`config.mk`:
```
export PLATFORM = sky130hd
export DESIGN_NAME = bbr_front
export DESIGN_NICKNAME = d
export VERILOG_FILES = /design/src/box_blur_rgb_macros.svh /design/src/bbr_pkg.sv /design/src/bbr_front.sv
export SDC_FILE = /design/constraint.sdc
export NUM_CORES = 1
export LEC_CHECK = 0
export BUFFER_PORTS_ARGS = -buffer_cell sky130_fd_sc_hd__buf_4
export CORE_ASPECT_RATIO = 1.2
export CORE_MARGIN = 2
export CORE_UTILIZATION = 51
export DETAILED_ROUTE_END_ITERATION = 16
export MAX_ROUTING_LAYER = met4
export PLACE_DENSITY = 0.81
export SYNTH_ARGS = -nofsm -noshare
export SYNTH_HDL_FRONTEND = slang
export SYNTH_SLANG_ARGS = --single-unit
```
`constraint.sdc`:
```
create_clock -name i_clk -period 9.4 [get_ports i_clk]
set_input_delay 0.47 -clock i_clk [delete_from_list [all_inputs] [get_ports i_clk]]
set_output_delay 0.47 -clock i_clk [all_outputs]
set_load 0.05 [all_outputs]
```
`src/box_blur_rgb_macros.svh`:
```
// Assertion helpers shared by the box blur modules.
`ifndef BOX_BLUR_RGB_MACROS_SVH
`define BOX_BLUR_RGB_MACROS_SVH

// Property checked at every rising clock edge outside reset.
`define BBR_ASSERT(lbl, prop, msg) \
    lbl: assert property (@(posedge i_clk) disable iff (!i_rst_n) prop) else $error(msg);

// Condition in one cycle implies a condition in the next.
`define BBR_ASSERT_NEXT(lbl, ante, cons, msg) \
    lbl: assert property (@(posedge i_clk) disable iff (!i_rst_n) ante |=> cons) else $error(msg);

`endif

```
`src/bbr_pkg.sv`:
```
`timescale 1ns / 1ps
package bbr_pkg;

    localparam int MAX_RADIUS_DEF = 15;
    localparam int MAX_WIDTH_DEF  = 1024;
    localparam int MAX_HEIGHT_DEF = 1024;

    // coordinate, slot and radius widths cover the full parameter ranges
    localparam int CW  = 13;
    localparam int SLW = 6;
    localparam int RDW = 5;

    localparam logic [1:0] CFG_RADIUS = 2'd0;
    localparam logic [1:0] CFG_WIDTH  = 2'd1;
    localparam logic [1:0] CFG_HEIGHT = 2'd2;

    localparam logic OP_PIXEL = 1'b0;
    localparam logic OP_FLUSH = 1'b1;

    typedef struct packed {
        logic       op;
        logic [7:0] red_in;
        logic [7:0] green_in;
        logic [7:0] blue_in;
    } t_in_item;

    typedef struct packed {
        logic [7:0] red_out;
        logic [7:0] green_out;
        logic [7:0] blue_out;
        logic       frame_last;
    } t_out_item;

    typedef struct packed {
        logic [RDW-1:0] radius;
        logic [CW-1:0]  width;
        logic [CW-1:0]  height;
    } t_geom;

    typedef struct packed {
        logic [CW-1:0]  ox;
        logic [CW-1:0]  oy;
        logic [SLW-1:0] slot;
        logic           last;
    } t_job;

    typedef enum logic [2:0] {
        BK_IDLE,
        BK_SUM,
        BK_WAIT,
        BK_DIV,
        BK_OUT
    } t_back_state;

endpackage

```
`src/bbr_front.sv`:
```
`timescale 1ns / 1ps
module bbr_front import bbr_pkg::*; #(
    parameter int MAX_RADIUS = MAX_RADIUS_DEF,
    parameter int MAX_WIDTH  = MAX_WIDTH_DEF,
    parameter int ROWS       = 2 * MAX_RADIUS + 2,
    parameter int XW         = $clog2(MAX_WIDTH),
    parameter int SLTB       = $clog2(ROWS),
    parameter int AW         = $clog2(ROWS * (2 ** XW))
) (
    input  logic          i_clk,
    input  logic          i_rst_n,
    input  t_geom         i_geom,
    input  logic          i_cfg_hit,
    input  logic          i_in_valid,
    output logic          o_in_stall,
    input  t_in_item      i_in_item,
    input  logic          i_pending,
    input  logic          i_q_full,
    output logic          o_push,
    output t_job          o_job,
    output logic          o_we,
    output logic [AW-1:0] o_waddr,
    output logic [23:0]   o_wdata
);

    logic [CW-1:0]  r_in_x, r_in_y, r_out_x, r_out_y;
    logic [SLW-1:0] r_in_slot, r_out_slot;
    logic [CW-1:0]  n_in_x, n_in_y, n_out_x, n_out_y;
    logic [SLW-1:0] n_in_slot, n_out_slot;

    logic           accept, do_write, emit, last;
    logic [CW-1:0]  w_m1, h_m1, rad, a_x, a_y, nx, ny;
    logic [SLW-1:0] a_slot;

    // pixels wait while any job still reads the row store
    assign o_in_stall = i_q_full || (i_pending && (i_in_item.op == OP_PIXEL));
    assign accept     = i_in_valid && !o_in_stall;
    assign do_write   = accept && (i_in_item.op == OP_PIXEL) && (r_in_y < i_geom.height);

    assign w_m1 = i_geom.width - CW'(1);
    assign h_m1 = i_geom.height - CW'(1);
    assign rad  = CW'(i_geom.radius);

    always_comb begin
        a_x    = r_in_x;
        a_y    = r_in_y;
        a_slot = r_in_slot;
        if (do_write) begin
            if (r_in_x == w_m1) begin
                a_x    = '0;
                a_y    = r_in_y + CW'(1);
                a_slot = (r_in_slot == SLW'(ROWS - 1)) ? '0 : r_in_slot + SLW'(1);
            end else begin
                a_x = r_in_x + CW'(1);
            end
        end
    end

    assign nx   = (r_out_x + rad > w_m1) ? w_m1 : r_out_x + rad;
    assign ny   = (r_out_y + rad > h_m1) ? h_m1 : r_out_y + rad;
    assign emit = accept && ((a_y > ny) || ((a_y == ny) && (a_x > nx)));
    assign last = (r_out_x == w_m1) && (r_out_y == h_m1);

    assign o_push  = emit;
    assign o_job   = '{ox: r_out_x, oy: r_out_y, slot: r_out_slot, last: last};
    assign o_we    = do_write;
    assign o_waddr = AW'({r_in_slot[SLTB-1:0], r_in_x[XW-1:0]});
    assign o_wdata = {i_in_item.red_in, i_in_item.green_in, i_in_item.blue_in};

    always_comb begin
        n_in_x     = a_x;
        n_in_y     = a_y;
        n_in_slot  = a_slot;
        n_out_x    = r_out_x;
        n_out_y    = r_out_y;
        n_out_slot = r_out_slot;
        priority if (i_cfg_hit || (emit && last)) begin
            n_in_x     = '0;
            n_in_y     = '0;
            n_in_slot  = '0;
            n_out_x    = '0;
            n_out_y    = '0;
            n_out_slot = '0;
        end else if (emit) begin
            if (r_out_x == w_m1) begin
                n_out_x    = '0;
                n_out_y    = r_out_y + CW'(1);
                n_out_slot = (r_out_slot == SLW'(ROWS - 1)) ? '0 : r_out_slot + SLW'(1);
            end else begin
                n_out_x = r_out_x + CW'(1);
            end
        end
    end

    always_ff @(posedge i_clk) begin
        if (!i_rst_n) begin
            r_in_x     <= '0;
            r_in_y     <= '0;
            r_in_slot  <= '0;
            r_out_x    <= '0;
            r_out_y    <= '0;
            r_out_slot <= '0;
        end else begin
            r_in_x     <= n_in_x;
            r_in_y     <= n_in_y;
            r_in_slot  <= n_in_slot;
            r_out_x    <= n_out_x;
            r_out_y    <= n_out_y;
            r_out_slot <= n_out_slot;
        end
    end

endmodule

```
==> reports/qor.json <==
{
  "synthCells": 961,
  "synth_mux_area_share_pct": 3.709,
  "cp_cell_sequence": "buf_4 > inv_1 > ha_1 > nor3b_1 > nand2_1 > o2bb2ai_1 > or4_1 > nor4_4 > buf_4 > o21ai_0 > a21o_1 > ha_1 > and3_1 > a221o_1 > a2111o_1 > a21o_1 > nand2_1 > inv_1 > buf_4",
  "report.final.slew_viol_count": 0,
  "clkLatencyLatePin_ns": 0.34,
  "p_per_area_nw_per_um2": 89.60,
  "critical-path-top-delay-family": "simple AND/OR/NAND/NOR gates",
  "cap_violations": 0,
  "synth_top_family_by_area": "simple AND/OR/NAND/NOR gates",
  "grtUsageTotal_pct": 27.70,
  "die_h_um": 135.8,
  "die_width_um": 113.9,
  "synth_sequential_area_ratio_pct": 17.34,
  "worst_path_max_delay_cell": "sky130_fd_sc_hd__nor3b_1",
  "ys_dominant_reg_cell": "sky130_fd_sc_hd__dfxtp_1",
  "crit_type": "in2out",
  "hpwl_reported_at_the_end_of_detailed_placement_um": 15900,
  "cts-buffers-inserted": 9,
  "p_leak_nw": 3.547,
  "start_util_pct": 51.68,
  "layout-drive-gt1-share_pct": 13.35,
  "final.fill_count": 1355,
  "critPathArrivalTime_ns": 7.36,
  "synth_seq_cells": 64,
  "cts.reportedPaths.clkPinSlew_ns": 0.06,
  "cts_tree": "done",
  "critical_path_required_ns": 8.93,
  "count_of_port_buffers_added_during_placement": 88,
  "post_layout_nonfiller_instances": 1156,
  "timing.hold.ws_ns": 0.4059,
  "ctsResizeCount": 0,
  "irDropWorstVdd_mv": 0.06364,
  "crit_path_max_fanout": 37,
  "fin_setup_tns_ns": 0,
  "grt_first_pass_wirelength_um": 33800,
  "fraction_of_the_mapped_netlist_area_in_adder_cells_pct": 14.43,
  "hp-class": "in2reg",
  "critical_path.startpoint": "i_geom[13]",
  "post_cts_hold_buffer_count": 0,
  "design_power_total_mw": 0.7277,
  "tritoncts_num_sinks": 64,
  "num-nets-final": 1122,
  "area.growth.synth_to_final_pct": 9.942,
  "critPathMaxStageDelay_ns": 0.94,
  "post_placement_cell_count": 1140,
  "gp_congestion": 0.9769,
  "yosys.area_share.simple_pct": 25.54,
  "drt_pre_antenna_iters": 5,
  "finalHoldViolCount": 0,
  "first_iter_violations": 434,
  "synth_edf_count": 0,
  "grt_antenna_before_repair": 0,
  "clock_tree.root_cell": "sky130_fd_sc_hd__clkbuf_16",
  "cp_num_buf_inv": 5,
  "yosys_warnings": 0,
  "worst_r2r_startpoint": "r_out_y[0]",
  "avgSynthCellArea_um2": 7.687,
  "post_synth_num_cell_types": 69,
  "floorplan.die_area_um2": 15470,
  "grt_setup_unrepaired": "false",
  "post_synth_instance_area_um2": 7387,
  "crit_top_cell": "sky130_fd_sc_hd__buf_4",
  "layout_worst_path_cycle_share_pct": 83.25,
  "fp-row-count": 48,
  "grt_max_degree": 38,
  "timing.critical_path.to_type": "output pin",
  "crit_path_start_kind": "input port",
  "postRouteWirelength_um": 20320,
  "route.detailed.drc": 0,
  "synth_xor_area_share_pct": 11.21,
  "finalClockSkew_ns": 0.008715,
  "timing.fmax_mhz": 127.8,
  "vias_per_cell": 6.163,
  "timing_worst_slew_pin_value_ns": 1.173,
  "postSynth.asyncResetShare_pct": 0,
  "top_level_ports": 137,
  "finalSetupViolCount": 0,
  "synth_compound_gate_area_share_pct": 17.82,
  "setup_slack_ns": 1.575,
  "max_slew_margin_pct": 20.99,
  "route.detailed.wl_per_inst_um": 17.58,
  "ctsHtreeMaxLevel": 3,
  "design.core.area_um2": 14290,
  "post-route-min-period_ns": 7.825,
  "globalRoute.totalOverflow": 0,
  "cts_post_setup_buffers_inserted": 0,
  "status": "finished clean",
  "syn-num-nets": 1107,
  "grt_pass1_vias": 7045,
  "antenna_cells_inserted": 0,
  "routed-via-count": 7125,
  "pre_cts_slack_ns": 1.531,
  "cts_max_path_buffers": 2,
  "hp-start": "i_rst_n",
  "drtAntennaViolNets": 0
}
==> cell families (layout without fill, tap and decap cells) <==
group	count (synthesis)	count (layout)
xor gates and xnor gates	85	85
AOI/OAI and AO/OA	208	208
and+or+nand+nor	339	339
adders and majority gates	84	84
DFF	64	64
buffers and inverters	154	174
muxes	27	27
==> state kept, by name, indices dropped and copies added (netlist names) <==
signal	flops
r_out_slot	6
r_in_y	13
r_out_y	13
r_out_x	13
r_in_slot	6
r_in_x	13
==> cells in the mapped netlist, types with 4 or more instances <==
library cell,number,area share [%]
sky130_fd_sc_hd__nand3_1,34,2.3
sky130_fd_sc_hd__or3_1,14,1.2
sky130_fd_sc_hd__mux2i_1,24,3.3
sky130_fd_sc_hd__nand4_1,28,2.4
sky130_fd_sc_hd__o31ai_1,20,2.0
sky130_fd_sc_hd__nand2_1,62,3.2
sky130_fd_sc_hd__nor2b_1,32,2.7
sky130_fd_sc_hd__a21o_1,19,1.9
sky130_fd_sc_hd__o21ai_0,34,2.3
sky130_fd_sc_hd__inv_1,64,3.3
sky130_fd_sc_hd__or4_1,24,2.4
sky130_fd_sc_hd__xor2_1,30,3.6
sky130_fd_sc_hd__or2_2,6,0.51
sky130_fd_sc_hd__nand2b_1,5,0.42
sky130_fd_sc_hd__xnor3_1,5,1.5
sky130_fd_sc_hd__o2111ai_1,4,0.47
sky130_fd_sc_hd__nor3b_1,5,0.51
sky130_fd_sc_hd__ha_1,82,14
sky130_fd_sc_hd__o21bai_1,7,0.71
sky130_fd_sc_hd__and2_1,5,0.42
sky130_fd_sc_hd__nor4_1,12,1.0
sky130_fd_sc_hd__clkbuf_1,44,2.2
sky130_fd_sc_hd__o22ai_1,4,0.34
sky130_fd_sc_hd__xnor2_1,49,5.8
sky130_fd_sc_hd__nor3_1,19,1.3
sky130_fd_sc_hd__nand3b_1,6,0.61
sky130_fd_sc_hd__a21oi_1,77,5.2
sky130_fd_sc_hd__dfxtp_1,64,17
sky130_fd_sc_hd__o21a_1,6,0.61
sky130_fd_sc_hd__nor2_1,46,2.3
sky130_fd_sc_hd__buf_4,41,4.2
sky130_fd_sc_hd__and3_1,26,2.2
==> path summary, 6_finish.rpt <==
kind	endpoint	slack (ns)	cells after the start
max	o_push	1.57	19
min	r_out_x[0]	0.41	3
max reg2reg	r_in_y[10]	1.88	25
min reg2reg	r_in_slot[5]	0.51	2
==> stage by stage <==
stage	instance area, um2	utilization [%]
CTS	8122	56.82
floorplan	7387	-
detailed placement	7825	54.74
finish	8122	56.82
global route	8122	56.82
global placement	7825	54.74
==> power by group <==
part / internal, mW / total, mW / switching [mW] / leakage (nW)
clock network: 0.205 / 0.338 / 0.133 / 0.138
registers: 0.271 / 0.272 / 0.000413 / 0.515
logic: 0.0474 / 0.118 / 0.0705 / 2.89
==> cells in the final DEF (no fill, tap or decap), types with 6 or more instances in the layout <==
cell / instances
sky130_fd_sc_hd__buf_4: 93
sky130_fd_sc_hd__ha_1: 82
sky130_fd_sc_hd__a21oi_1: 77
sky130_fd_sc_hd__inv_1: 64
sky130_fd_sc_hd__dfxtp_1: 64
sky130_fd_sc_hd__nand2_1: 62
sky130_fd_sc_hd__xnor2_1: 49
sky130_fd_sc_hd__nor2_1: 46
sky130_fd_sc_hd__nand3_1: 34
sky130_fd_sc_hd__o21ai_0: 34
sky130_fd_sc_hd__nor2b_1: 32
sky130_fd_sc_hd__xor2_1: 30
sky130_fd_sc_hd__nand4_1: 28
sky130_fd_sc_hd__and3_1: 26
sky130_fd_sc_hd__mux2i_1: 24
sky130_fd_sc_hd__or4_1: 24
sky130_fd_sc_hd__o31ai_1: 20
sky130_fd_sc_hd__a21o_1: 19
sky130_fd_sc_hd__nor3_1: 19
sky130_fd_sc_hd__or3_1: 14
sky130_fd_sc_hd__nor4_1: 12
sky130_fd_sc_hd__clkbuf_16: 9
sky130_fd_sc_hd__o21bai_1: 7
sky130_fd_sc_hd__o21a_1: 6
sky130_fd_sc_hd__nand3b_1: 6
sky130_fd_sc_hd__or2_2: 6
==> area by class of cell <==
| cell class | count | area [um2] | share of cell area, % |
|---|---|---|---|
| clock buffer | 9 | 225.2 | 2.773 |
| clock inverter | 7 | 71.32 | 0.8781 |
| inverter | 65 | 244.0 | 3.004 |
| timing repair buffer | 93 | 698.2 | 8.597 |
| tap | 175 | 219.0 | 2.696 |
| multi-input combinational | 743 | 5383 | 66.28 |
| sequential | 64 | 1281 | 15.78 |
==> metal layers <==
layer  vias to the layer above  share of wire (%)  global-route usage [%]
met5                         -                  0                       -
met4                         0                4.3                   14.16
met3                        71                5.3                   4.057
met2                       225                 50                   47.70
met1                      3366                 40                   31.25
li1                       3463                  -                       -
==> worst register-to-register path: cells and delay by family (launching register included) <==
| family | cells | cell delay, ns |
|---|---|---|
| adders and majority gates | 4 | 1.33 |
| xor gates and xnor gates | 1 | 0.21 |
| buffers and inverters | 4 | 0.83 |
| DFF | 1 | 0.63 |
| muxes | 1 | 0.09 |
| AOI/OAI and AO/OA | 11 | 3.23 |
| and+or+nand+nor | 4 | 1.09 |
(Power assumes the default switching activity.)
