===== src/box_blur_rgb_macros.svh =====
// Assertion helpers shared by the box blur modules.
`ifndef BOX_BLUR_RGB_MACROS_SVH
`define BOX_BLUR_RGB_MACROS_SVH

// Property checked at every rising clock edge outside reset.
`define BBR_ASSERT(lbl, prop, msg) \
    lbl: assert property (@(posedge i_clk) disable iff (!i_rst_n) prop) else $error(msg);

// Condition in one cycle implies a condition in the next.
`define BBR_ASSERT_NEXT(lbl, ante, cons, msg) \
    lbl: assert property (@(posedge i_clk) disable iff (!i_rst_n) ante |=> cons) else $error(msg);

`endif


===== src/bbr_pkg.sv =====
`timescale 1ns / 1ps
package bbr_pkg;

    localparam int MAX_RADIUS_DEF = 15;
    localparam int MAX_WIDTH_DEF  = 1024;
    localparam int MAX_HEIGHT_DEF = 1024;

    // coordinate, slot and radius widths cover the full parameter ranges
    localparam int CW  = 13;
    localparam int SLW = 6;
    localparam int RDW = 5;

    localparam logic [1:0] CFG_RADIUS = 2'd0;
    localparam logic [1:0] CFG_WIDTH  = 2'd1;
    localparam logic [1:0] CFG_HEIGHT = 2'd2;

    localparam logic OP_PIXEL = 1'b0;
    localparam logic OP_FLUSH = 1'b1;

    typedef struct packed {
        logic       op;
        logic [7:0] red_in;
        logic [7:0] green_in;
        logic [7:0] blue_in;
    } t_in_item;

    typedef struct packed {
        logic [7:0] red_out;
        logic [7:0] green_out;
        logic [7:0] blue_out;
        logic       frame_last;
    } t_out_item;

    typedef struct packed {
        logic [RDW-1:0] radius;
        logic [CW-1:0]  width;
        logic [CW-1:0]  height;
    } t_geom;

    typedef struct packed {
        logic [CW-1:0]  ox;
        logic [CW-1:0]  oy;
        logic [SLW-1:0] slot;
        logic           last;
    } t_job;

    typedef enum logic [2:0] {
        BK_IDLE,
        BK_SUM,
        BK_WAIT,
        BK_DIV,
        BK_OUT
    } t_back_state;

endpackage


===== src/bbr_fifo.sv =====
`timescale 1ns / 1ps
`include "box_blur_rgb_macros.svh"
module bbr_fifo import bbr_pkg::*; (
    input  logic i_clk,
    input  logic i_rst_n,
    input  logic i_push,
    input  t_job i_job,
    input  logic i_pop,
    output t_job o_job,
    output logic o_empty,
    output logic o_full
);

    t_job       r_mem [2];
    logic       r_wp, r_rp;
    logic [1:0] r_cnt;
    logic [1:0] n_cnt;

    assign o_job   = r_mem[r_rp];
    assign o_empty = (r_cnt == 2'd0);
    assign o_full  = (r_cnt == 2'd2);

    always_comb begin
        n_cnt = r_cnt;
        if (i_push && !i_pop) begin
            n_cnt = r_cnt + 2'd1;
        end else if (i_pop && !i_push) begin
            n_cnt = r_cnt - 2'd1;
        end
    end

    always_ff @(posedge i_clk) begin
        if (!i_rst_n) begin
            r_wp  <= 1'b0;
            r_rp  <= 1'b0;
            r_cnt <= '0;
        end else begin
            r_cnt <= n_cnt;
            if (i_push) begin
                r_wp <= !r_wp;
            end
            if (i_pop) begin
                r_rp <= !r_rp;
            end
        end
    end

    always_ff @(posedge i_clk) begin
        if (i_push) begin
            r_mem[r_wp] <= i_job;
        end
    end

    `BBR_ASSERT(a_no_overflow, (i_push |-> !o_full), "job queue overflow")
    `BBR_ASSERT(a_no_underflow, (i_pop |-> !o_empty), "job queue underflow")
    `BBR_ASSERT(a_cnt_range, (r_cnt <= 2'd2), "job queue count out of range")

endmodule


===== config.mk =====
export PLATFORM = sky130hd
export DESIGN_NAME = bbr_fifo
export DESIGN_NICKNAME = d
export VERILOG_FILES = /design/src/bbr_pkg.sv /design/src/bbr_fifo.sv
export VERILOG_INCLUDE_DIRS = /design/src /design/src/src
export SDC_FILE = /design/constraint.sdc
export NUM_CORES = 1
export LEC_CHECK = 0
export BUFFER_PORTS_ARGS = -buffer_cell sky130_fd_sc_hd__buf_2
export CAP_MARGIN = 20
export CORE_UTILIZATION = 50
export DETAILED_ROUTE_END_ITERATION = 7
export PLACE_DENSITY = 0.79
export SLEW_MARGIN = 0
export SYNTH_ARGS = -nofsm -noshare
export SYNTH_HDL_FRONTEND = slang
export SYNTH_SLANG_ARGS = --single-unit

===== constraint.sdc =====
create_clock -name i_clk -period 2.75 [get_ports i_clk]
set_clock_uncertainty 0.05 [all_clocks]
set_input_delay 0.55 -clock i_clk [delete_from_list [all_inputs] [get_ports i_clk]]
set_output_delay 0.55 -clock i_clk [all_outputs]
set_load 0.03 [all_outputs]

==> reports/results.ini, run 1 <==
[run_status]
outcome = finished clean

[cells_and_area]
final_layout_size_suffix_gt1_frac = 0.564
num-fill-cells = 341
final_cells = 278
multi_input_area_um2 = 494
regArea_mm2 = 0.00208
synthToLayoutAreaGrowth_pct = 23.6
antenna_cells = 0
final_util = 0.662
nets = 245

[timing]
hold_viol = 0
fmax_mhz = 483
fin_ws_ps = 680
tns_ps = 0
setup-violations-final = 0
worstMarginPinSlew_ps = 519
slew_viol_final = 0
rsz0062_at_grt = no
slew_headroom = 0.653
finalCritPeriodShare = 0.753
min_period_ps = 2070

[cts]
clock_sinks = 71
postCtsSetupRepairBufs = 0
cts_tree = built
clk_pin_slew_ps = 70
ctsHtreeMaxLevel = 3
clk_latency_ps = 320
cts_resized = 0
cts_hold_buffers = 0
cts_inserted_buffers = 9
cts_root_buf = clkbuf_8
clk_path_buf_depth = 2

[drt]
wl_per_cell_um = 15.4
wl_mm = 4.27
firstDrtPassIters = 4
drcViolationCount = 0
ant_nets = 0
vias = 1332
drt-initial-drc-count = 56
via_per_inst = 4.79

[synth]
syn_area_mm2 = 0.00259
ys_ff_latch = 71
seq_area_frac_synth = 0.802
netlist_instances = 125
synth.distinct_cells = 17
yosysWarningCount = 0
synth_area_per_cell_um2 = 20.8
synth_nets = 163

[critical_path]
crit_path_end_kind = output port
cp_max_fo = 18
arrival_ps = 1470
path_cells = buf_4 > mux2_2 > buf_2
cpPeakStageDelay_ps = 380
path_class = reg2out
cp.required_ps = 2150
startpoint_type = register
critPathSlowestCell = mux2_2

[job]
max-cap-violations = 0

[floorplanning]
core_area_mm2 = 0.00485
fp.dieW_um = 74.0
num_rows = 25
die_h_um = 74.0
initial_core_util = 0.535
dieArea_mm2 = 0.00548
boundaryPins = 72

[global_route]
grt.overflow.total = 0
grt_first_pass_wirelength_mm = 6.47
grt_pass1_vias = 1409
grt_use_total = 0.170
antenna_found_initial = 0
grt_max_degree = 34

[placement]
port_buffers = 71
dpl.hpwl_mm = 2.92
placed_cells = 263
post-place-ws_ps = 999
place_congestion = 0.734

[power]
power.leakage_nw = 1.22
power.density_mw_per_mm2 = 699
total_power_w = 0.00224
vdd_drop_max_mv = 0.412

[min_path]
holdCritPathClass = in2reg

## final timing paths
kind / startpoint / to / slack, ps / cells past startpoint
worst max register to register: r_wp / r_mem[0][26] / 1390 / 2
worst max-delay path: register / o_job[25] / 680 / 3
worst min register to register: r_cnt[1] / r_cnt[1] / 460 / 2
worst min-delay path: i_job[3] / r_mem[0][3] / 360 / 1
## worst max-delay path, delay by kind of cell, from the launching register on
kind / cells / cell delay [ps]
DFF: 1 / 330
buffers and inverters: 2 / 430
muxes: 1 / 380
## synth_stat cells
master	number	area [um2]
edfxtp_1	66	1980
mux2_2	33	372
nor2_1	1	3.75
and2_1	4	25.0
dfxtp_1	5	100
inv_1	1	3.75
nor2b_1	2	12.5
and2b_2	1	8.76
o21ai_0	1	5.00
xor2_1	2	17.5
ha_1	1	12.5
xnor2_1	1	8.76
o21a_1	1	7.51
or3_1	1	6.26
a21boi_1	1	7.51
buf_4	1	7.51
buf_2	3	15.0
## layout make-up
class / count / area share
Sequential cell: 71 / 0.649
Timing Repair Buffer: 75 / 0.124
Clock inverter: 3 / 0.00351
Clock buffer: 12 / 0.0421
Inverter: 1 / 0.00117
Tap cell: 67 / 0.0261
Multi-Input combinational cell: 49 / 0.154
## cells in the final DEF, fill, tap and decap left out
master    count
xnor2_1       1
dfxtp_1       5
buf_4         3
o21ai_0       1
o21a_1        1
buf_2        71
clkbuf_1      3
mux2_2       33
inv_1         1
nor2b_1       1
nor2b_4       1
edfxtp_1     66
clkinv_1      3
clkbuf_8      9
buf_12        1
ha_1          1
a21boi_1      1
nor2_1        1
or3_1         1
xor2_1        2
and2_1        4
and2b_2       1
## report_power, final
part | internal, W | switching [W]
combinational | 0.000128 | 0.000210
sequential | 0.00125 | 0.0000184
clock | 0.000314 | 0.000326
## cells by family after synthesis
family | synth area share
fa+ha+maj | 0.00482
compound gates | 0.00771
simple gates | 0.0217
buf+inv | 0.0101
xor+xnor | 0.0101
flops | 0.802
mux | 0.143
## stage by stage
stage                     hold slack [ps]  area, um2
final                                 362       3210
after CTS                             349       3210
after global placement                427       3060
after floorplan                       416       2590
after global routing                  340       3210
after detailed placement              444       3060
## flip-flops by register name, indices dropped and copies added (netlist names), named ones only
signal and flops:
r_mem 66, r_cnt 2, r_rp 1, r_wp 1
## metal layers
metal	GRT usage	routed length [um]	part of all wire	vias to the layer above
li1	-	-	-	642
met1	0.202	1790	0.42	632
met2	0.276	2170	0.51	49
met3	0.0528	228	0.053	9
met4	0.0983	72	0.017	0
met5	0	0	0	-
No activity file was read; power rests on OpenSTA's default activity.
==> inputs of run 2 (changes only) <==
Settings changed: ABC_AREA set to 1, PLACE_DENSITY 0.79 to 0.78.
Clock period 2.75 ns to 2 ns, I/O delays scaled along.
==> reports/results.ini, run 2 <==
[placement]
dpl.hpwl_mm = 2.83
place_congestion = 0.706
placed_area_mm2 = 0.00322
port_buffers = 71

[drt]
drcViolationCount = 0
wl_mm = 4.09
via_per_inst = 4.70
ant_nets = 0
vias = 1420
drt-initial-drc-count = 67
firstDrtPassIters = 4
wl_per_cell_um = 13.5

[power]
power.internal_w = 0.00261
power.leakage_nw = 1.44
share_seq_of_total_power = 0.515
swShare = 0.228
pwr-share-clk = 0.347
vdd_drop_max_mv = 0.573
switching_power_w = 0.000770
combinationalPowerShare = 0.138
power.density_mw_per_mm2 = 977

[timing]
rsz0062_at_grt = no
fmax_mhz = 538
min_period_ps = 1860
slew_viol_final = 0
tns_ps = 0
finalCritPeriodShare = 0.929
setup-violations-final = 0
hold_viol = 0
worstMarginPinSlew_ps = 285
slew_headroom = 0.810

[cells_and_area]
synthToLayoutAreaGrowth_pct = 25.2
nets = 265
mostFrequentLayoutCell = buf_2
reg_top3 = r_mem (66), r_cnt (2)
multi_input_area_um2 = 589
regArea_mm2 = 0.00209
final_cell_area_mm2 = 0.00346
num-fill-cells = 383
largest_reg_flops = 66
antenna_cells = 0
mostFrequentLayoutCells = 71 x buf_2, 66 x edfxtp_1, 30 x mux2_4, 9 x clkbuf_8, 9 x buf_4
top_register = r_mem
final_layout_size_suffix_gt1_frac = 0.560

[cts]
cts_inserted_buffers = 9
clk_latency_ps = 330
cts_tree = built
clock_sinks = 71
clk_pin_slew_ps = 70
cts_root_buf = clkbuf_8
ctsHtreeMaxLevel = 3
clk_path_buf_depth = 2

[synth]
yosysWarningCount = 0
syn_area_mm2 = 0.00277
synth.distinct_cells = 14
async_reset_ff_frac = 0
ys_ff_latch = 71
seq_area_frac_synth = 0.753
synth_nets = 176
synth_area_leaders = edfxtp_1 72%, mux2_4 16%, dfxtp_1 3.6%
synth-edff-count = 66
yosysMostFrequentCell = edfxtp_1
synth_commonest_cells = 66 x edfxtp_1, 30 x mux2_4, 9 x nor2_1
netlist_instances = 138
synth_area_per_cell_um2 = 20.0
synthFlopType = edfxtp_1
synth_top_area_frac = 0.717
yosysTopAreaCell = edfxtp_1

[global_route]
grt_max_degree = 22
grt-busiest-layer = met2
grtUsageMet2 = 0.257
grt_use_total = 0.157
grt_first_pass_wirelength_mm = 6.72
met1_usage = 0.177
grt_pass1_vias = 1499
grt.overflow.total = 0
antenna_found_initial = 0
grtUsageMet3 = 0.0563

[min_path]
hold_start = i_job[25]
holdCritPathClass = in2reg

[floorplanning]
core_area_mm2 = 0.00520
dieArea_mm2 = 0.00583
num_rows = 26
initial_core_util = 0.531
die_h_um = 76.4
boundaryPins = 72
fp.dieW_um = 76.4

[critical_path]
crit_path_end_kind = output port
path_class = reg2out
startpoint_type = register
cp.required_ps = 1550
r2r-start = r_wp
cp_max_fo = 13
arrival_ps = 1410

[job]
max-cap-violations = 0

[run_status]
outcome = finished clean

==> run 2: critical path: stages, from the launching register on <==
cell,delay (ps)
dfxtp_4,420
buf_12,170
mux2_4,310
buf_2,180
==> run 2: routing by layer <==
layer / wire [um] / share of wire / vias to the layer above
li1: - / - / 691
met1: 1690 / 0.41 / 656
met2: 2020 / 0.49 / 63
met3: 279 / 0.068 / 10
met4: 100 / 0.024 / 0
met5: 0 / 0 / -
==> run 2: cell families after synthesis <==
family,count (synthesis),synth area share
adders and majority gates,1,0.00452
AOI/OAI and AO/OA,2,0.00362
and+or+nand+nor,19,0.0271
buffers and inverters,12,0.0367
muxes,33,0.175
DFF,71,0.753
==> run 2: path summary, 6_finish.rpt <==
| kind | slack (ps) | cells after the start | to |
|---|---|---|---|
| max | 140 | 3 | o_job[20] |
| min | 200 | 1 | r_mem[1][25] |
| max reg2reg | 780 | 3 | r_mem[1][20] |
| min reg2reg | 470 | 2 | r_rp |
==> run 2: final cells by class <==
class | count | area share
flip-flops and latches | 71 | 0.603
repair buffers | 82 | 0.134
inverters | 8 | 0.00868
clock inverters | 4 | 0.0202
clock buffers | 12 | 0.0390
well taps | 70 | 0.0253
multi-input cells | 55 | 0.170
==> run 2: stage by stage <==
stage	setup WS (ps)	total power (W)	utilization	hold WS, ps	instances
finish	143	0.00338	0.665	200	302
global route	71.6	0.00351	0.665	174	302
CTS	28.0	0.00341	0.659	184	298
detailed placement	301	0.00224	0.619	451	282
global placement	311	0.00223	0.619	424	282
floorplan	258	0.00210	-	413	138
==> run 2: timing repair <==
action,CTS,global route
buffers inserted,0,4
endpoints found under the setup margin,25,7
hold buffers,0,0
gates resized for setup,1,0
cloned,0,0
==> run 2: power by group through the flow <==
stage	registers, W	logic [W]	clock network (W)
2_1_floorplan	0.00176	0.000341	0
4_1_cts	0.00175	0.000458	0.00120
6_report	0.00174	0.000465	0.00117
3_5_place_dp	0.00178	0.000457	0
3_3_place_gp	0.00177	0.000453	0
5_1_grt	0.00175	0.000495	0.00126
==> inputs of run 3 (changes only) <==
Settings changed: CELL_PAD_IN_SITES_DETAIL_PLACEMENT set to 1, CELL_PAD_IN_SITES_GLOBAL_PLACEMENT set to 2, CORE_UTILIZATION 50 to 37, PLACE_DENSITY 0.78 to 0.8.
==> reports/results.ini, run 3 (synthesis gave the netlist of run 2 again) <==
[cts]
postCtsSetupRepairBufs = 0
cts_hold_buffers = 0
cts_inserted_buffers = 9
cts_resized = 1
ctsHtreeMaxLevel = 3
clk_path_buf_depth = 2
clk_pin_slew_ps = 80
clk_latency_ps = 330
clock_sinks = 71
cts_root_buf = clkbuf_8
cts_tree = built

[timing]
rsz0062_at_grt = no
tns_ps = 0
finalCritPeriodShare = 0.957
fmax_mhz = 522
slew_headroom = 0.866
slew_viol_final = 0
setup-violations-final = 0
min_period_ps = 1910
worstMarginPinSlew_ps = 202
hold_viol = 0

[min_path]
min_to = r_mem[0][4]
holdCritPathClass = in2reg
whs_path_depth = 1
hold_start = i_job[4]

[global_route]
grt_pass1_vias = 1446
grt_max_degree = 34
antenna_found_initial = 0
grt.overflow.total = 0
grt_use_total = 0.134
grt_first_pass_wirelength_mm = 7.29

[critical_path]
crit_path_end_kind = output port
path_buf_inv = 2
arrival_ps = 1460
regToRegEndpoint = r_mem[1][30]
crit_family = flip-flops
startpoint_type = register
r2r-start = r_wp
critPathSlowestCell = dfxtp_4
cpPeakStageDelay_ps = 430
path_cells = buf_12 > mux2_2 > buf_2
cp.required_ps = 1550
rr_worst_depth = 3
ff2ff_setup_slack_ps = 840
cp_max_fo = 15
path_class = reg2out

[placement]
place_congestion = 0.633
port_buffers = 71
dpl.hpwl_mm = 3.51
placed_area_mm2 = 0.00326

[run_status]
outcome = finished clean

[power]
power.leakage_nw = 1.42
vdd_drop_max_mv = 0.376
power.density_mw_per_mm2 = 994

[floorplanning]
fp.dieW_um = 88.5
initial_core_util = 0.381
dieArea_mm2 = 0.00782
num_rows = 31
core_area_mm2 = 0.00725
boundaryPins = 72
die_h_um = 88.5

[drt]
firstDrtPassIters = 6
drcViolationCount = 0
drt-initial-drc-count = 53
wl_per_cell_um = 15.4
wl_mm = 5.01
vias = 1431
ant_nets = 0
via_per_inst = 4.40

[job]
max-cap-violations = 0

[cells_and_area]
nets = 258
final_layout_size_suffix_gt1_frac = 0.556
top_register = r_mem
multi_input_area_um2 = 589
final_cell_area_mm2 = 0.00349
regArea_mm2 = 0.00209
reg_top3 = r_mem (66), r_cnt (2)
synthToLayoutAreaGrowth_pct = 26.1
num-fill-cells = 731
largest_reg_flops = 66
mostFrequentLayoutCell = buf_2
mostFrequentLayoutCells = 71 x buf_2, 66 x edfxtp_1, 30 x mux2_4, 9 x clkbuf_8

==> run 3: cell types whose count changed in the layout (fill, tap and decap cells not counted), sizes merged <==
cell / delta
diode: +1
clkinv: +1
clkbuf: -3
inv: +2
buf: -7
==> run 3: cell type report <==
type / count / share of cell area
clock inverter: 7 / 0.0273
antenna: 1 / 0.000718
multi-input combinational: 55 / 0.169
sequential: 71 / 0.598
inverter: 8 / 0.00861
tap: 99 / 0.0355
timing repair buffer: 75 / 0.125
clock buffer: 9 / 0.0355
==> run 3: worst max path at each step <==
stage / from / endpoint / slack [ps] / depth (start not counted)
2_1_floorplan: i_push / r_mem[0][0] / 260 / 2
3_3_place_gp: register / o_job[25] / 380 / 3
3_5_place_dp: register / o_job[24] / 370 / 3
4_1_cts: register / o_job[24] / 50 / 3
5_1_grt: register / o_job[25] / 20 / 3
6_report: register / o_job[24] / 90 / 3
==> run 3: worst register-to-register path, delay by kind of cell (launching register included) <==
family,cells,cell delay (ps)
buf+inv,2,320
flops,1,390
simple gates,1,90
==> run 3: where the power goes <==
part,total (W),switching [W],internal [W]
Combinational,0.000466,0.000273,0.000193
Sequential,0.00174,0.0000301,0.00171
Clock,0.00126,0.000551,0.000707
Total,0.00347,0.000854,0.00261
==> run 3: layer usage <==
layer / global-route usage / share of wire / up-vias
met5: 0 / 0 / -
met4: 0.0777 / 0.011 / 0
met3: 0.0429 / 0.046 / 5
met2: 0.219 / 0.52 / 49
met1: 0.155 / 0.42 / 696
li1: - / - / 681
==> run 3: stage by stage <==
stage               power [W]  hold slack, ps  setup slack (ps)   util  instances
floorplan             0.00210             413               258      -        138
global placement      0.00223             430               381  0.450        308
detailed placement    0.00225             440               366  0.450        308
CTS                   0.00352             173              51.8  0.480        324
global route          0.00361             171              15.7  0.480        324
finish                0.00347             193              85.1  0.481        325
