### src/box_blur_rgb_macros.svh
// Assertion helpers shared by the box blur modules.
`ifndef BOX_BLUR_RGB_MACROS_SVH
`define BOX_BLUR_RGB_MACROS_SVH

// Property checked at every rising clock edge outside reset.
`define BBR_ASSERT(lbl, prop, msg) \
    lbl: assert property (@(posedge i_clk) disable iff (!i_rst_n) prop) else $error(msg);

// Condition in one cycle implies a condition in the next.
`define BBR_ASSERT_NEXT(lbl, ante, cons, msg) \
    lbl: assert property (@(posedge i_clk) disable iff (!i_rst_n) ante |=> cons) else $error(msg);

`endif

### src/bbr_pkg.sv
`timescale 1ns / 1ps
package bbr_pkg;

    localparam int MAX_RADIUS_DEF = 15;
    localparam int MAX_WIDTH_DEF  = 1024;
    localparam int MAX_HEIGHT_DEF = 1024;

    // coordinate, slot and radius widths cover the full parameter ranges
    localparam int CW  = 13;
    localparam int SLW = 6;
    localparam int RDW = 5;

    localparam logic [1:0] CFG_RADIUS = 2'd0;
    localparam logic [1:0] CFG_WIDTH  = 2'd1;
    localparam logic [1:0] CFG_HEIGHT = 2'd2;

    localparam logic OP_PIXEL = 1'b0;
    localparam logic OP_FLUSH = 1'b1;

    typedef struct packed {
        logic       op;
        logic [7:0] red_in;
        logic [7:0] green_in;
        logic [7:0] blue_in;
    } t_in_item;

    typedef struct packed {
        logic [7:0] red_out;
        logic [7:0] green_out;
        logic [7:0] blue_out;
        logic       frame_last;
    } t_out_item;

    typedef struct packed {
        logic [RDW-1:0] radius;
        logic [CW-1:0]  width;
        logic [CW-1:0]  height;
    } t_geom;

    typedef struct packed {
        logic [CW-1:0]  ox;
        logic [CW-1:0]  oy;
        logic [SLW-1:0] slot;
        logic           last;
    } t_job;

    typedef enum logic [2:0] {
        BK_IDLE,
        BK_SUM,
        BK_WAIT,
        BK_DIV,
        BK_OUT
    } t_back_state;

endpackage

### src/bbr_back.sv
`timescale 1ns / 1ps
`include "box_blur_rgb_macros.svh"
module bbr_back import bbr_pkg::*; #(
    parameter int MAX_RADIUS = MAX_RADIUS_DEF,
    parameter int MAX_WIDTH  = MAX_WIDTH_DEF,
    parameter int ROWS       = 2 * MAX_RADIUS + 2,
    parameter int XW         = $clog2(MAX_WIDTH),
    parameter int SLTB       = $clog2(ROWS),
    parameter int AW         = $clog2(ROWS * (2 ** XW))
) (
    input  logic          i_clk,
    input  logic          i_rst_n,
    input  t_geom         i_geom,
    input  t_job          i_job,
    input  logic          i_job_valid,
    output logic          o_job_pop,
    output logic          o_re,
    output logic [AW-1:0] o_raddr,
    input  logic [23:0]   i_rdata,
    output logic          o_out_valid,
    input  logic          i_out_stall,
    output t_out_item     o_out_item,
    output logic          o_busy
);

    localparam int WIN  = (2 * MAX_RADIUS + 1) * (2 * MAX_RADIUS + 1);
    localparam int SW   = $clog2(WIN * 255 + 1);
    localparam int DVW  = $clog2(WIN + 1);
    localparam int CNTW = $clog2(SW);

    t_back_state r_state, n_state;

    logic [CW-1:0]   r_x, r_y, r_x0, r_x1, r_y1;
    logic [SLW-1:0]  r_slot;
    logic            r_last, r_rd_v;
    logic [DVW-1:0]  r_div;
    logic [CNTW-1:0] r_cnt;
    logic [SW-1:0]   r_acc [3];
    logic [DVW-1:0]  r_rem [3];

    logic [CW-1:0]   rad, w_m1, h_m1, j_x0, j_x1, j_y0, j_y1, j_d;
    logic [SLW-1:0]  j_slot;
    logic [5:0]      side;
    logic [11:0]     side_sq;
    logic [DVW:0]    trial [3];
    logic            ge [3];

    assign rad  = CW'(i_geom.radius);
    assign w_m1 = i_geom.width - CW'(1);
    assign h_m1 = i_geom.height - CW'(1);

    // window bounds clipped to the image
    assign j_x0 = (i_job.ox > rad) ? i_job.ox - rad : '0;
    assign j_y0 = (i_job.oy > rad) ? i_job.oy - rad : '0;
    assign j_x1 = (i_job.ox + rad > w_m1) ? w_m1 : i_job.ox + rad;
    assign j_y1 = (i_job.oy + rad > h_m1) ? h_m1 : i_job.oy + rad;
    assign j_d  = i_job.oy - j_y0;
    // step the row slot back to the top of the window, wrapping around the ring
    assign j_slot = (CW'(i_job.slot) >= j_d) ? SLW'(CW'(i_job.slot) - j_d)
                                             : SLW'(CW'(i_job.slot) + CW'(ROWS) - j_d);

    assign side    = {i_geom.radius, 1'b1};
    assign side_sq = 12'(side) * 12'(side);

    always_comb begin
        for (int c = 0; c < 3; c++) begin
            trial[c] = {r_rem[c], r_acc[c][SW-1]};
            ge[c]    = (trial[c] >= {1'b0, r_div});
        end
    end

    always_comb begin
        n_state = r_state;
        unique case (r_state)
            BK_IDLE: if (i_job_valid) n_state = BK_SUM;
            BK_SUM:  if ((r_x == r_x1) && (r_y == r_y1)) n_state = BK_WAIT;
            BK_WAIT: n_state = BK_DIV;
            BK_DIV:  if (r_cnt == '0) n_state = BK_OUT;
            BK_OUT:  if (!i_out_stall) n_state = BK_IDLE;
            default: n_state = BK_IDLE;
        endcase
    end

    always_comb begin
        o_job_pop   = (r_state == BK_IDLE) && i_job_valid;
        o_re        = (r_state == BK_SUM);
        o_out_valid = (r_state == BK_OUT);
        o_busy      = (r_state != BK_IDLE);
    end

    assign o_raddr = AW'({r_slot[SLTB-1:0], r_x[XW-1:0]});

    assign o_out_item = '{red_out: r_acc[0][7:0], green_out: r_acc[1][7:0],
                          blue_out: r_acc[2][7:0], frame_last: r_last};

    always_ff @(posedge i_clk) begin
        if (!i_rst_n) begin
            r_state <= BK_IDLE;
            r_rd_v  <= 1'b0;
        end else begin
            r_state <= n_state;
            r_rd_v  <= (r_state == BK_SUM);
        end
    end

    always_ff @(posedge i_clk) begin
        unique case (r_state)
            BK_IDLE: begin
                if (i_job_valid) begin
                    r_x    <= j_x0;
                    r_x0   <= j_x0;
                    r_x1   <= j_x1;
                    r_y    <= j_y0;
                    r_y1   <= j_y1;
                    r_slot <= j_slot;
                    r_last <= i_job.last;
                    r_div  <= DVW'(side_sq);
                    for (int c = 0; c < 3; c++) begin
                        r_acc[c] <= '0;
                    end
                end
            end
            BK_SUM, BK_WAIT: begin
                // data arrives in the cycle after its address
                if (r_rd_v) begin
                    for (int c = 0; c < 3; c++) begin
                        r_acc[c] <= r_acc[c] + SW'(i_rdata[8*(2-c) +: 8]);
                    end
                end
                if (r_state == BK_SUM) begin
                    if (r_x == r_x1) begin
                        r_x <= r_x0;
                        if (r_y != r_y1) begin
                            r_y    <= r_y + CW'(1);
                            r_slot <= (r_slot == SLW'(ROWS - 1)) ? '0 : r_slot + SLW'(1);
                        end
                    end else begin
                        r_x <= r_x + CW'(1);
                    end
                end else begin
                    r_cnt <= CNTW'(SW - 1);
                    for (int c = 0; c < 3; c++) begin
                        r_rem[c] <= '0;
                    end
                end
            end
            BK_DIV: begin
                // one quotient bit per cycle, shifted into the sum register
                for (int c = 0; c < 3; c++) begin
                    r_rem[c] <= ge[c] ? DVW'(trial[c] - {1'b0, r_div}) : DVW'(trial[c]);
                    r_acc[c] <= {r_acc[c][SW-2:0], ge[c]};
                end
                r_cnt <= r_cnt - CNTW'(1);
            end
            BK_OUT: ;
            default: ;
        endcase
    end

    `BBR_ASSERT(a_x_in_window, (r_state == BK_SUM |-> (r_x >= r_x0) && (r_x <= r_x1)),
                "read column outside window")
    `BBR_ASSERT(a_rem_below_div, (r_state == BK_DIV |-> r_rem[0] < r_div),
                "divider remainder out of range")
    `BBR_ASSERT_NEXT(a_wait_to_div, (r_state == BK_WAIT), (r_state == BK_DIV),
                "sum did not hand over to divider")

endmodule

### config.mk
export PLATFORM = sky130hd
export DESIGN_NAME = bbr_back
export DESIGN_NICKNAME = d
export VERILOG_FILES = /design/src/bbr_pkg.sv /design/src/bbr_back.sv
export VERILOG_INCLUDE_DIRS = /design/src /design/src/src
export SDC_FILE = /design/constraint.sdc
export NUM_CORES = 1
export LEC_CHECK = 0
export BUFFER_PORTS_ARGS = -buffer_cell sky130_fd_sc_hd__buf_2
export CELL_PAD_IN_SITES_DETAIL_PLACEMENT = 1
export CELL_PAD_IN_SITES_GLOBAL_PLACEMENT = 1
export CORE_ASPECT_RATIO = 0.9
export CORE_MARGIN = 8
export CORE_UTILIZATION = 42
export CTS_BUF_LIST = sky130_fd_sc_hd__clkbuf_4 sky130_fd_sc_hd__clkbuf_8
export DETAILED_ROUTE_END_ITERATION = 7
export PLACE_DENSITY_LB_ADDON = 0.1
export RECOVER_POWER = 100
export SYNTH_ARGS = -nofsm -noshare
export SYNTH_HDL_FRONTEND = slang
export SYNTH_SLANG_ARGS = --single-unit
### constraint.sdc
create_clock -name i_clk -period 12.6 [get_ports i_clk]
set_input_delay 0.63 -clock i_clk [delete_from_list [all_inputs] [get_ports i_clk]]
set_output_delay 0.63 -clock i_clk [all_outputs]
set_load 0.03 [all_outputs]
==> results of run 1 <==
## sequential cells by signal (all words and copies together), names as in the netlist
signal,cells
r_acc,54
r_rem,30
r_x0,13
r_x1,13
r_x,13
r_y1,13
r_y,13
r_div,8
r_slot,6
r_cnt,5
r_state,3
r_last,1
r_rd_v,1
## power breakdown
group	total, mW	internal (mW)	leakage [nW]	switching, mW
clock	0.418	0.199	0.212	0.219
combinational	1.77	0.681	4.65	1.09
sequential	1.18	0.983	1.66	0.202
total	3.38	1.86	6.52	1.51
## cells in the mapped netlist (10+ instances only)
master,number,share of area
edfxtp_1,169,0.34
ha_1,134,0.11
nand2_1,126,0.032
inv_1,124,0.032
nor2_1,119,0.030
o21ai_0,119,0.040
xnor2_1,108,0.064
xor2_1,80,0.047
a21oi_1,56,0.019
mux2i_1,49,0.033
nand3_1,43,0.015
buf_4,41,0.021
clkbuf_1,37,0.0094
o21a_1,30,0.015
nor3_1,27,0.0092
fa_1,21,0.028
nand4_1,21,0.0089
o21bai_1,19,0.0097
and3_1,18,0.0076
nor4_1,18,0.0076
a21o_1,17,0.0086
nand2b_1,16,0.0068
nor2b_1,15,0.0064
and2_1,11,0.0047
o31ai_1,11,0.0056
or3_1,11,0.0047
a32o_1,10,0.0068
o22ai_1,10,0.0042
## metrics by stage
step / area (um^2) / hold slack (ns) / instances / total power, mW / utilization
6_report: 15900 / 0.336 / 2132 / 3.38 / 0.458
5_1_grt: 15900 / 0.308 / 2132 / 3.66 / 0.458
4_1_cts: 16000 / 0.295 / 2130 / 3.44 / 0.461
3_5_place_dp: 15600 / 0.564 / 2098 / 3.00 / 0.449
3_3_place_gp: 15600 / 0.549 / 2098 / 2.96 / 0.449
2_1_floorplan: 14800 / 0.531 / 1567 / 2.56 / -
## routing by layer
| metal | share of wire | global-route usage | vias to the layer above |
|---|---|---|---|
| met3 | 0.025 | 0.0271 | 37 |
| met5 | 0.00093 | 0 | - |
| met4 | 0.015 | 0.0452 | 8 |
| met2 | 0.49 | 0.324 | 138 |
| met1 | 0.47 | 0.249 | 5503 |
| li1 | - | - | 5700 |
## worst max-delay path, delay by kind of cell (launching register included)
kind                   cells  cell delay [ns]
DFF                        1             0.46
buffers and inverters      3             4.34
and+or+nand+nor            3             1.30
## final cells by class
class                           instances  area [um^2]  area share
Antenna cell                            2         5.00    0.000314
Clock inverter                         14          166      0.0104
Multi-Input combinational cell       1182         8620       0.541
Clock buffer                           18          241      0.0152
Tap cell                              469          587      0.0368
Timing Repair Buffer                  150          698      0.0438
Inverter                              124          465      0.0292
Sequential cell                       173         5150       0.323
## logic make-up (layout without fill, tap and decap cells)
| family | Yosys count | in the layout | synth area share |
|---|---|---|---|
| AND/OR/NAND/NOR | 454 | 454 | 0.149 |
| AO/OA/AOI/OAI | 332 | 332 | 0.144 |
| buffers and inverters | 212 | 306 | 0.0680 |
| XOR/XNOR | 188 | 188 | 0.112 |
| flip-flops | 173 | 173 | 0.349 |
| adder cells (fa/ha/maj) | 155 | 155 | 0.142 |
| multiplexers | 53 | 53 | 0.0363 |
| other | 0 | 2 | 0 |
## worst max path at each step
stage,slack (ns),cells past startpoint,endpoint
floorplan,7.19,23,r_slot[5]$_DFFE_PP_
finish,5.98,6,r_acc[0][41]$_DFFE_PP_
CTS,6.79,23,r_slot[5]$_DFFE_PP_
detailed placement,6.28,23,r_slot[5]$_DFFE_PP_
global placement,6.54,23,r_slot[5]$_DFFE_PP_
global route,5.29,6,r_acc[0][40]$_DFFE_PP_
==> impl_metrics.tcl, run 1 <==
set metrics [dict create \
    status "complete, but fails checks" \
    violations "capacitance limit, slew limit" \
    relSlewSlack -1.12 \
    drive_above_1_share 0.0897 \
    r2r_end "r_acc[0][41]$_DFFE_PP_" \
    wl_mm 38.9 \
    synthArstFlopShare 0 \
    worstSetupStartpoint "r_state[1]$_SDFFE_PN0P_" \
    final_net_count 1895 \
    dieArea_mm2 0.0414 \
    crit_arrival_ns 6.63 \
    endpoint_kind "register" \
    area_delta_synth_final_pct 8.01 \
    cts_setup_buffers 0 \
    netlist_area_mm2 0.0148 \
    start_kind "register" \
    reg2reg_slack_ns 5.98 \
    cp_cell_sequence "nor2b_1 > clkbuf_1 > nand2_1 > clkbuf_1 > nand3_2 > clkbuf_1" \
    syn_nets 1814 \
    finalCritPeriodShare 0.525 \
    io_buffers 135 \
    grt.overflow.total 0 \
    drt_pre_antenna_iters 5 \
    whs_path_depth 1 \
    layout_common_cells "edfxtp_1 (169), ha_1 (134), nand2_1 (126), inv_1 (123), nor2_1 (119)" \
    die_x_um 214 \
    fmax_mhz 151 \
    clock-sinks 173 \
    fin_ws_ns 5.98 \
    synth_cell_types 69 \
    avgSynthCellArea_um2 9.42 \
    min_from "i_job[0]" \
    reg2reg_depth 6 \
    fin_skew_ns 0.0137 \
    leakage_nw 6.52 \
    cts_buffers 17 \
    gp_congestion 0.864 \
    track_usage 0.190 \
    cts_tree "yes" \
    tns_ns 0 \
    ant_nets 0 \
    h-tree-depth 4 \
    vias 11400 \
    worst_path_max_delay_cell "clkbuf_1" \
    yosysWarnings 0 \
    cts_resized 0 \
    powerDensity_mw_per_mm2 212 \
    cp_slowest_stage_delay_ns 2.26 \
    setup_violations 0 \
    clk_latency_ns 0.47 \
    initialDrtViolationCount 488 \
    crit_required_ns 12.61 \
    post-place-ws_ns 6.28 \
    fill_cells 4145 \
    io_pins 136 \
    synthCells 1567 \
    initial_core_util 0.424 \
    ys_seq_area_frac 0.349 \
    synthFlopType "edfxtp_1" \
    routed_via_density 5.34 \
    clockBufferDepth 2 \
    min_path_type "in -> reg" \
    final_hold_viol_count 0 \
    die_y_um 194 \
    cpMostUsedCell "clkbuf_1" \
    rsz0062_at_grt "false" \
    core_area_mm2 0.0348 \
    cap_violations 5 \
    ctsHoldBuffers 0 \
    max-vdd-ir-drop_uv 81.4 \
    root_buffer "clkbuf_8" \
    path_class "reg -> reg" \
    min_to "r_last$_DFFE_PP_" \
    layout_commonest_cell "edfxtp_1" \
    period_minus_slack_ns 6.62 \
    worstMarginPinSlew_ns 3.19 \
    rows 65 \
    antenna_found_initial 6 \
    r2r_start "r_state[1]$_SDFFE_PN0P_" \
    clk_pin_slew_ns 0.09 \
    drc_errors 0 \
    grt_pass1_wl_mm 64.2 \
    synth-seq-cells 173 \
    hpwlAfterDp_mm 30.5 \
    wl_per_cell_um 18.2 \
    grt_max_degree 55 \
    crit_path_max_fanout 54 \
    synth-edff-count 169 \
    drv_slew 199 \
    first_global_vias 12300 \
]
(Power assumes the default switching activity.)
==> run 2, diff against run 1 <==
--- a/config.mk
+++ b/config.mk
@@ -6,6 +6,7 @@
 export SDC_FILE = /design/constraint.sdc
 export NUM_CORES = 1
 export LEC_CHECK = 0
+export ABC_AREA = 1
 export BUFFER_PORTS_ARGS = -buffer_cell sky130_fd_sc_hd__buf_2
 export CELL_PAD_IN_SITES_DETAIL_PLACEMENT = 1
 export CELL_PAD_IN_SITES_GLOBAL_PLACEMENT = 1
==> constraint.sdc (replaced) <==
create_clock -name i_clk -period 6 [get_ports i_clk]
set_input_delay 0.3 -clock i_clk [delete_from_list [all_inputs] [get_ports i_clk]]
set_output_delay 0.3 -clock i_clk [all_outputs]
set_load 0.03 [all_outputs]
==> impl_metrics.tcl, run 2 <==
set metrics [dict create \
    vias 12900 \
    crit_required_ns 6.22 \
    synth_compound_gate_area_share 0.135 \
    fin_util 0.458 \
    relSlewSlack -1.24 \
    clock-sinks 173 \
    clk_pin_slew_ns 0.11 \
    crit_arrival_ns 5.16 \
    swShare 0.484 \
    fmax_mhz 203 \
    largest_register_ff_count 54 \
    power_switching_mw 3.18 \
    netlist_area_mm2 0.0150 \
    cpMostUsedCell "nand2_1" \
    tns_ns 0 \
    grt_max_degree 72 \
    synth-xor-area-share 0.0737 \
    antennaDiodeCount 0 \
    drv_slew 152 \
    ys_seq_area_frac 0.344 \
    layout_common_cells "nand2_1 (357), inv_1 (246), edfxtp_1 (169), o21ai_0 (158), nor2_1 (151)" \
    synth_top_area_frac 0.339 \
    seqPwrFrac 0.360 \
    reg2reg_slack_ns 1.53 \
    max-vdd-ir-drop_uv 176 \
    min_to "r_state[0]$_SDFFE_PN0P_" \
    yosys-top-cells-area "edfxtp_1 (34%), ha_1 (11%), nand2_1 (8.9%), inv_1 (6.2%), o21ai_0 (5.1%)" \
    whs_path_depth 3 \
    grt.overflow.total 0 \
    start_kind "primary input" \
    drive_above_1_share 0.0922 \
    synth-seq-cells 173 \
    period_minus_slack_ns 4.94 \
    grt_pass1_wl_mm 69.6 \
    first_global_vias 13500 \
    antenna_found_initial 2 \
    cp_slowest_stage_delay_ns 0.45 \
    cts_buffers 17 \
    routed_via_density 5.29 \
    track_usage 0.199 \
    h-tree-depth 4 \
    final_net_count 2208 \
    yosysWarnings 0 \
    rows 65 \
    final_hold_viol_count 0 \
    post-place-ws_ns 1.07 \
    core_area_mm2 0.0351 \
    root_buffer "clkbuf_8" \
    worst_path_max_delay_cell "clkbuf_1" \
    die_x_um 215 \
    synthAdderAreaFrac 0.140 \
    initialDrtViolationCount 652 \
    synth-edff-count 169 \
    synthMuxAreaShare 0 \
    area_delta_synth_final_pct 7.43 \
    r2r_end "r_state[2]$_SDFFE_PN0P_" \
    fin_skew_ns 0.0126 \
    reg2reg_depth 9 \
    largest_registers "r_acc x54, r_rem x30" \
    synthArstFlopShare 0 \
    layout_commonest_cell "nand2_1" \
    leakage_nw 7.08 \
    pwr-share-comb 0.520 \
    crit_path_max_fanout 10 \
    synth.most_common_cell "nand2_1" \
    ant_nets 0 \
    powerDensity_mw_per_mm2 408 \
    wl_mm 42.2 \
    violations "capacitance limit, slew limit" \
    cts_tree "yes" \
    yosys.area_share.simple 0.211 \
    clockBufferDepth 2 \
    setup_violations 0 \
    regMostFlops "r_acc" \
    yosysTopAreaCell "edfxtp_1" \
    hpwlAfterDp_mm 33.9 \
    initial_core_util 0.426 \
    clk_latency_ns 0.47 \
    cap_violations 4 \
    synth_top_family_by_area "simple AND/OR/NAND/NOR gates" \
    gp_congestion 0.907 \
    syn_nets 2125 \
    synthFlopType "edfxtp_1" \
    drc_errors 0 \
    io_pins 136 \
    io_buffers 135 \
    min_from "i_rst_n" \
    clockPowerShare 0.120 \
    cts_resized 0 \
    die_y_um 195 \
    synthCells 1878 \
    dieArea_mm2 0.0420 \
    worstMarginPinSlew_ns 3.36 \
    finalCritPeriodShare 0.823 \
    endpoint_kind "register" \
    min_path_type "in -> reg" \
    path_class "in -> reg" \
    fin_ws_ns 1.06 \
    status "complete, but fails checks" \
    rsz0062_at_grt "false" \
    drt_pre_antenna_iters 5 \
    worstSetupStartpoint "i_geom[27]" \
    synth_cell_types 51 \
    r2r_start "r_state[0]$_SDFFE_PN0P_" \
    intPower_mw 3.39 \
    synthTopCellsByCount "nand2_1 (354), inv_1 (246), edfxtp_1 (169)" \
    wl_per_cell_um 17.3 \
    avgSynthCellArea_um2 7.98 \
]
==> run 2: changes by cell type after synthesis, moves of 16 or more <==
cell	change
a21oi_1	+66
and3_1	-18
inv_1	+122
mux2i_1	-49
nand2_1	+228
nand2_2	+16
nand2b_1	-16
nand3_1	+56
nor2_1	+32
o21a_1	-30
o21ai_0	+34
xnor2_1	-69
==> run 2: area by class of cell <==
type	count	area, um^2
Fill cell	4444	19000
Multi-Input combinational cell	1368	8350
Sequential cell	173	5150
Inverter	257	967
Timing Repair Buffer	144	671
Tap cell	469	587
Clock buffer	17	234
Clock inverter	15	129
==> run 2: repair_timing <==
item | CTS | global route
buffers inserted | 0 | 0
hold endpoints to repair | 1 | 0
hold buffers | 1 | 0
==> run 2: cell families (layout without fill, tap and decap cells) <==
group | Yosys count | after routing
flops | 173 | 173
xor+xnor | 126 | 126
compound gates | 360 | 360
simple gates | 727 | 727
buf+inv | 337 | 433
fa+ha+maj | 155 | 155
==> run 2: worst max path at each step <==
| stage | slack [ns] | endpoint | cells past startpoint |
|---|---|---|---|
| floorplan | 0.67 | r_acc[0][0]$_DFFE_PP_ | 7 |
| global placement | 1.30 | r_slot[5]$_DFFE_PP_ | 29 |
| detailed placement | 1.07 | r_slot[2]$_DFFE_PP_ | 29 |
| CTS | 1.59 | r_slot[2]$_DFFE_PP_ | 29 |
| global route | 0.60 | r_slot[2]$_DFFE_PP_ | 29 |
| finish | 1.06 | r_slot[2]$_DFFE_PP_ | 29 |
==> run 2: per-stage QoR <==
step                total power, mW  area [um^2]  hold WS (ns)  instances
finish                         6.57        16100        0.0859       2443
detailed placement             5.86        15800         0.481       2410
floorplan                      4.96        15000         0.399       1878
global placement               5.75        15800         0.476       2410
CTS                            6.67        16200        0.0655       2443
global route                   7.17        16100        0.0449       2443
==> run 2: metal layers <==
| metal | vias up | share of wire | GRT usage |
|---|---|---|---|
| li1 | 6457 | - | - |
| met1 | 6219 | 0.51 | 0.278 |
| met5 | - | 0.00028 | 0 |
| met4 | 2 | 0.010 | 0.0391 |
| met2 | 204 | 0.45 | 0.325 |
| met3 | 34 | 0.032 | 0.0297 |
==> run 2: critical path, delay by kind of cell <==
family	cells	cell delay [ns]
buffers and inverters	4	0.90
AND/OR/NAND/NOR	18	2.10
XOR/XNOR	1	0.27
adder cells (fa/ha/maj)	3	1.15
AO/OA/AOI/OAI	3	0.43
==> run 2: power by group through the flow <==
stage	clock network, mW	registers (mW)	logic, mW
after global routing	0.870	2.43	3.87
after CTS	0.817	2.36	3.50
after detailed placement	0	2.38	3.48
after global placement	0	2.37	3.38
final	0.788	2.37	3.41
after floorplan	0	2.27	2.69
==> run 3, diff against run 2 <==
==> constraint.sdc (replaced) <==
create_clock -name i_clk -period 5.1 [get_ports i_clk]
set_input_delay 0.255 -clock i_clk [delete_from_list [all_inputs] [get_ports i_clk]]
set_output_delay 0.255 -clock i_clk [all_outputs]
set_load 0.03 [all_outputs]
==> impl_metrics.tcl, run 3 (same netlist as run 2, synthesis figures left out) <==
set metrics [dict create \
    min_to "r_state[1]$_SDFFE_PN0P_" \
    clock-sinks 173 \
    cp_slowest_stage_delay_ns 2.42 \
    start_kind "register" \
    period_minus_slack_ns 4.44 \
    cts_setup_buffers 0 \
    antenna_found_initial 1 \
    first_global_vias 13400 \
    wl_per_cell_um 17.3 \
    path_class "reg -> reg" \
    initial_core_util 0.426 \
    status "complete, but fails checks" \
    cap_violations 4 \
    die_y_um 195 \
    r2r_end "r_state[2]$_SDFFE_PN0P_" \
    drive_above_1_share 0.0941 \
    wl_mm 42.3 \
    cts_buffers 17 \
    layout_commonest_cell "nand2_1" \
    fmax_mhz 225 \
    hpwlAfterDp_mm 33.9 \
    root_buffer "clkbuf_8" \
    path_buf_inv 3 \
    drc_errors 0 \
    reg2reg_depth 9 \
    leakage_nw 7.11 \
    gp_congestion 0.892 \
    fin_skew_ns 0.0173 \
    violations "capacitance limit, slew limit" \
    multiInputGateArea_mm2 0.00837 \
    rsz0062_at_grt "false" \
    relSlewSlack -1.27 \
    area_delta_synth_final_pct 7.98 \
    fin_ws_ns 0.664 \
    final_net_count 2210 \
    cp_cell_sequence "inv_1 > nor3_1 > clkbuf_1 > nand2_1 > nand2_1 > inv_1 > nand3_1 > o21ai_0 > a21oi_1" \
    clk_latency_ns 0.48 \
    clockPowerShare 0.134 \
    track_usage 0.198 \
    io_buffers 135 \
    vias 12800 \
    dieArea_mm2 0.0420 \
    setup_violations 0 \
    instances_no_fill 2446 \
    min_path_type "in -> reg" \
    powerDensity_mw_per_mm2 487 \
    layout_common_cells "nand2_1 (356), inv_1 (246), edfxtp_1 (169), o21ai_0 (158), nor2_1 (151)" \
    cp_top_family "buffers and inverters" \
    initialDrtViolationCount 723 \
    endpoint_kind "register" \
    max-vdd-ir-drop_uv 281 \
    placed_area_mm2 0.0159 \
    core_area_mm2 0.0351 \
    rows 65 \
    fill_cells 4432 \
    hold_ws_ns 0.0569 \
    seqPwrFrac 0.355 \
    reg2reg_slack_ns 0.66 \
    cts_tree "yes" \
    drv_slew 190 \
    tns_ns 0 \
    largest_registers "r_acc x54, r_rem x30" \
    regMostFlops "r_acc" \
    min_from "i_rst_n" \
    grt_max_degree 72 \
    crit_required_ns 5.50 \
    io_pins 136 \
    crit_path_max_fanout 71 \
    grt.overflow.total 0 \
    r2r_start "r_state[0]$_SDFFE_PN0P_" \
    ant_nets 0 \
    post-place-ws_ns 0.320 \
    pwr-share-comb 0.511 \
    whs_path_depth 3 \
    post-place-cells 2412 \
    grt_pass1_wl_mm 68.9 \
    seqCellArea_mm2 0.00515 \
    power_switching_mw 3.81 \
    largest_register_ff_count 54 \
    worstMarginPinSlew_ns 3.40 \
    h-tree-depth 4 \
    crit_arrival_ns 4.83 \
    worst_path_max_delay_cell "clkbuf_1" \
    intPower_mw 4.07 \
    fin_area_mm2 0.0162 \
    finalCritPeriodShare 0.870 \
    drt_pre_antenna_iters 4 \
    clk_pin_slew_ns 0.11 \
    routed_via_density 5.25 \
    die_x_um 215 \
    swShare 0.483 \
    final_hold_viol_count 0 \
    clockBufferDepth 2 \
]
## run 3: worst max path at each step
stage / start / to / slack (ns) / depth (start not counted)
6_report: r_state[0]$_SDFFE_PN0P_ / r_state[2]$_SDFFE_PN0P_ / 0.66 / 9
5_1_grt: r_state[0]$_SDFFE_PN0P_ / r_state[2]$_SDFFE_PN0P_ / 0.20 / 9
4_1_cts: i_geom[28] / r_slot[5]$_DFFE_PP_ / 0.84 / 26
3_5_place_dp: i_geom[28] / r_slot[5]$_DFFE_PP_ / 0.32 / 26
3_3_place_gp: i_geom[28] / r_slot[4]$_DFFE_PP_ / 0.53 / 29
2_1_floorplan: r_state[2]$_SDFFE_PN0P_ / r_acc[0][0]$_DFFE_PP_ / 0.81 / 7
## run 3: power by group through the flow
stage	combinational [mW]	clock [mW]	sequential (mW)
6_report	4.02	1.06	2.79
5_1_grt	4.55	1.13	2.87
4_1_cts	4.13	1.09	2.78
3_5_place_dp	4.10	0	2.81
3_3_place_gp	3.99	0	2.79
2_1_floorplan	3.17	0	2.66
## run 3: what timing repair did
| item | 4_1_cts | 5_1_grt |
|---|---|---|
| endpoints found under the hold margin | 1 | 0 |
| hold buffers | 1 | 0 |
| resized for setup | 0 | 0 |
## run 3: final cells by class
| type | instances | area share |
|---|---|---|
| multi-input cells | 1368 | 0.517 |
| flip-flops and latches | 173 | 0.319 |
| inverters | 257 | 0.0598 |
| repair buffers | 146 | 0.0418 |
| well taps | 469 | 0.0363 |
| clock buffers | 17 | 0.0145 |
| clock inverters | 15 | 0.0119 |
| diodes | 1 | 0.000155 |
## run 3: worst min-delay path: stages
cell and delay [ns]:
buf_2 0.11, inv_1 0.08, a21oi_1 0.04
## run 3: through the flow
stage | total power, mW | util
3_3_place_gp | 6.78 | 0.451
3_5_place_dp | 6.91 | 0.451
6_report | 7.88 | 0.461
4_1_cts | 8.00 | 0.464
2_1_floorplan | 5.83 | -
5_1_grt | 8.55 | 0.461
## run 3: metal layers
metal | vias to the layer above | routed length (um) | global-route usage
li1 | 6455 | - | -
met2 | 185 | 19200 | 0.327
met1 | 6178 | 21600 | 0.279
met5 | - | 0 | 0
met3 | 22 | 1200 | 0.0233
met4 | 0 | 327 | 0.0358
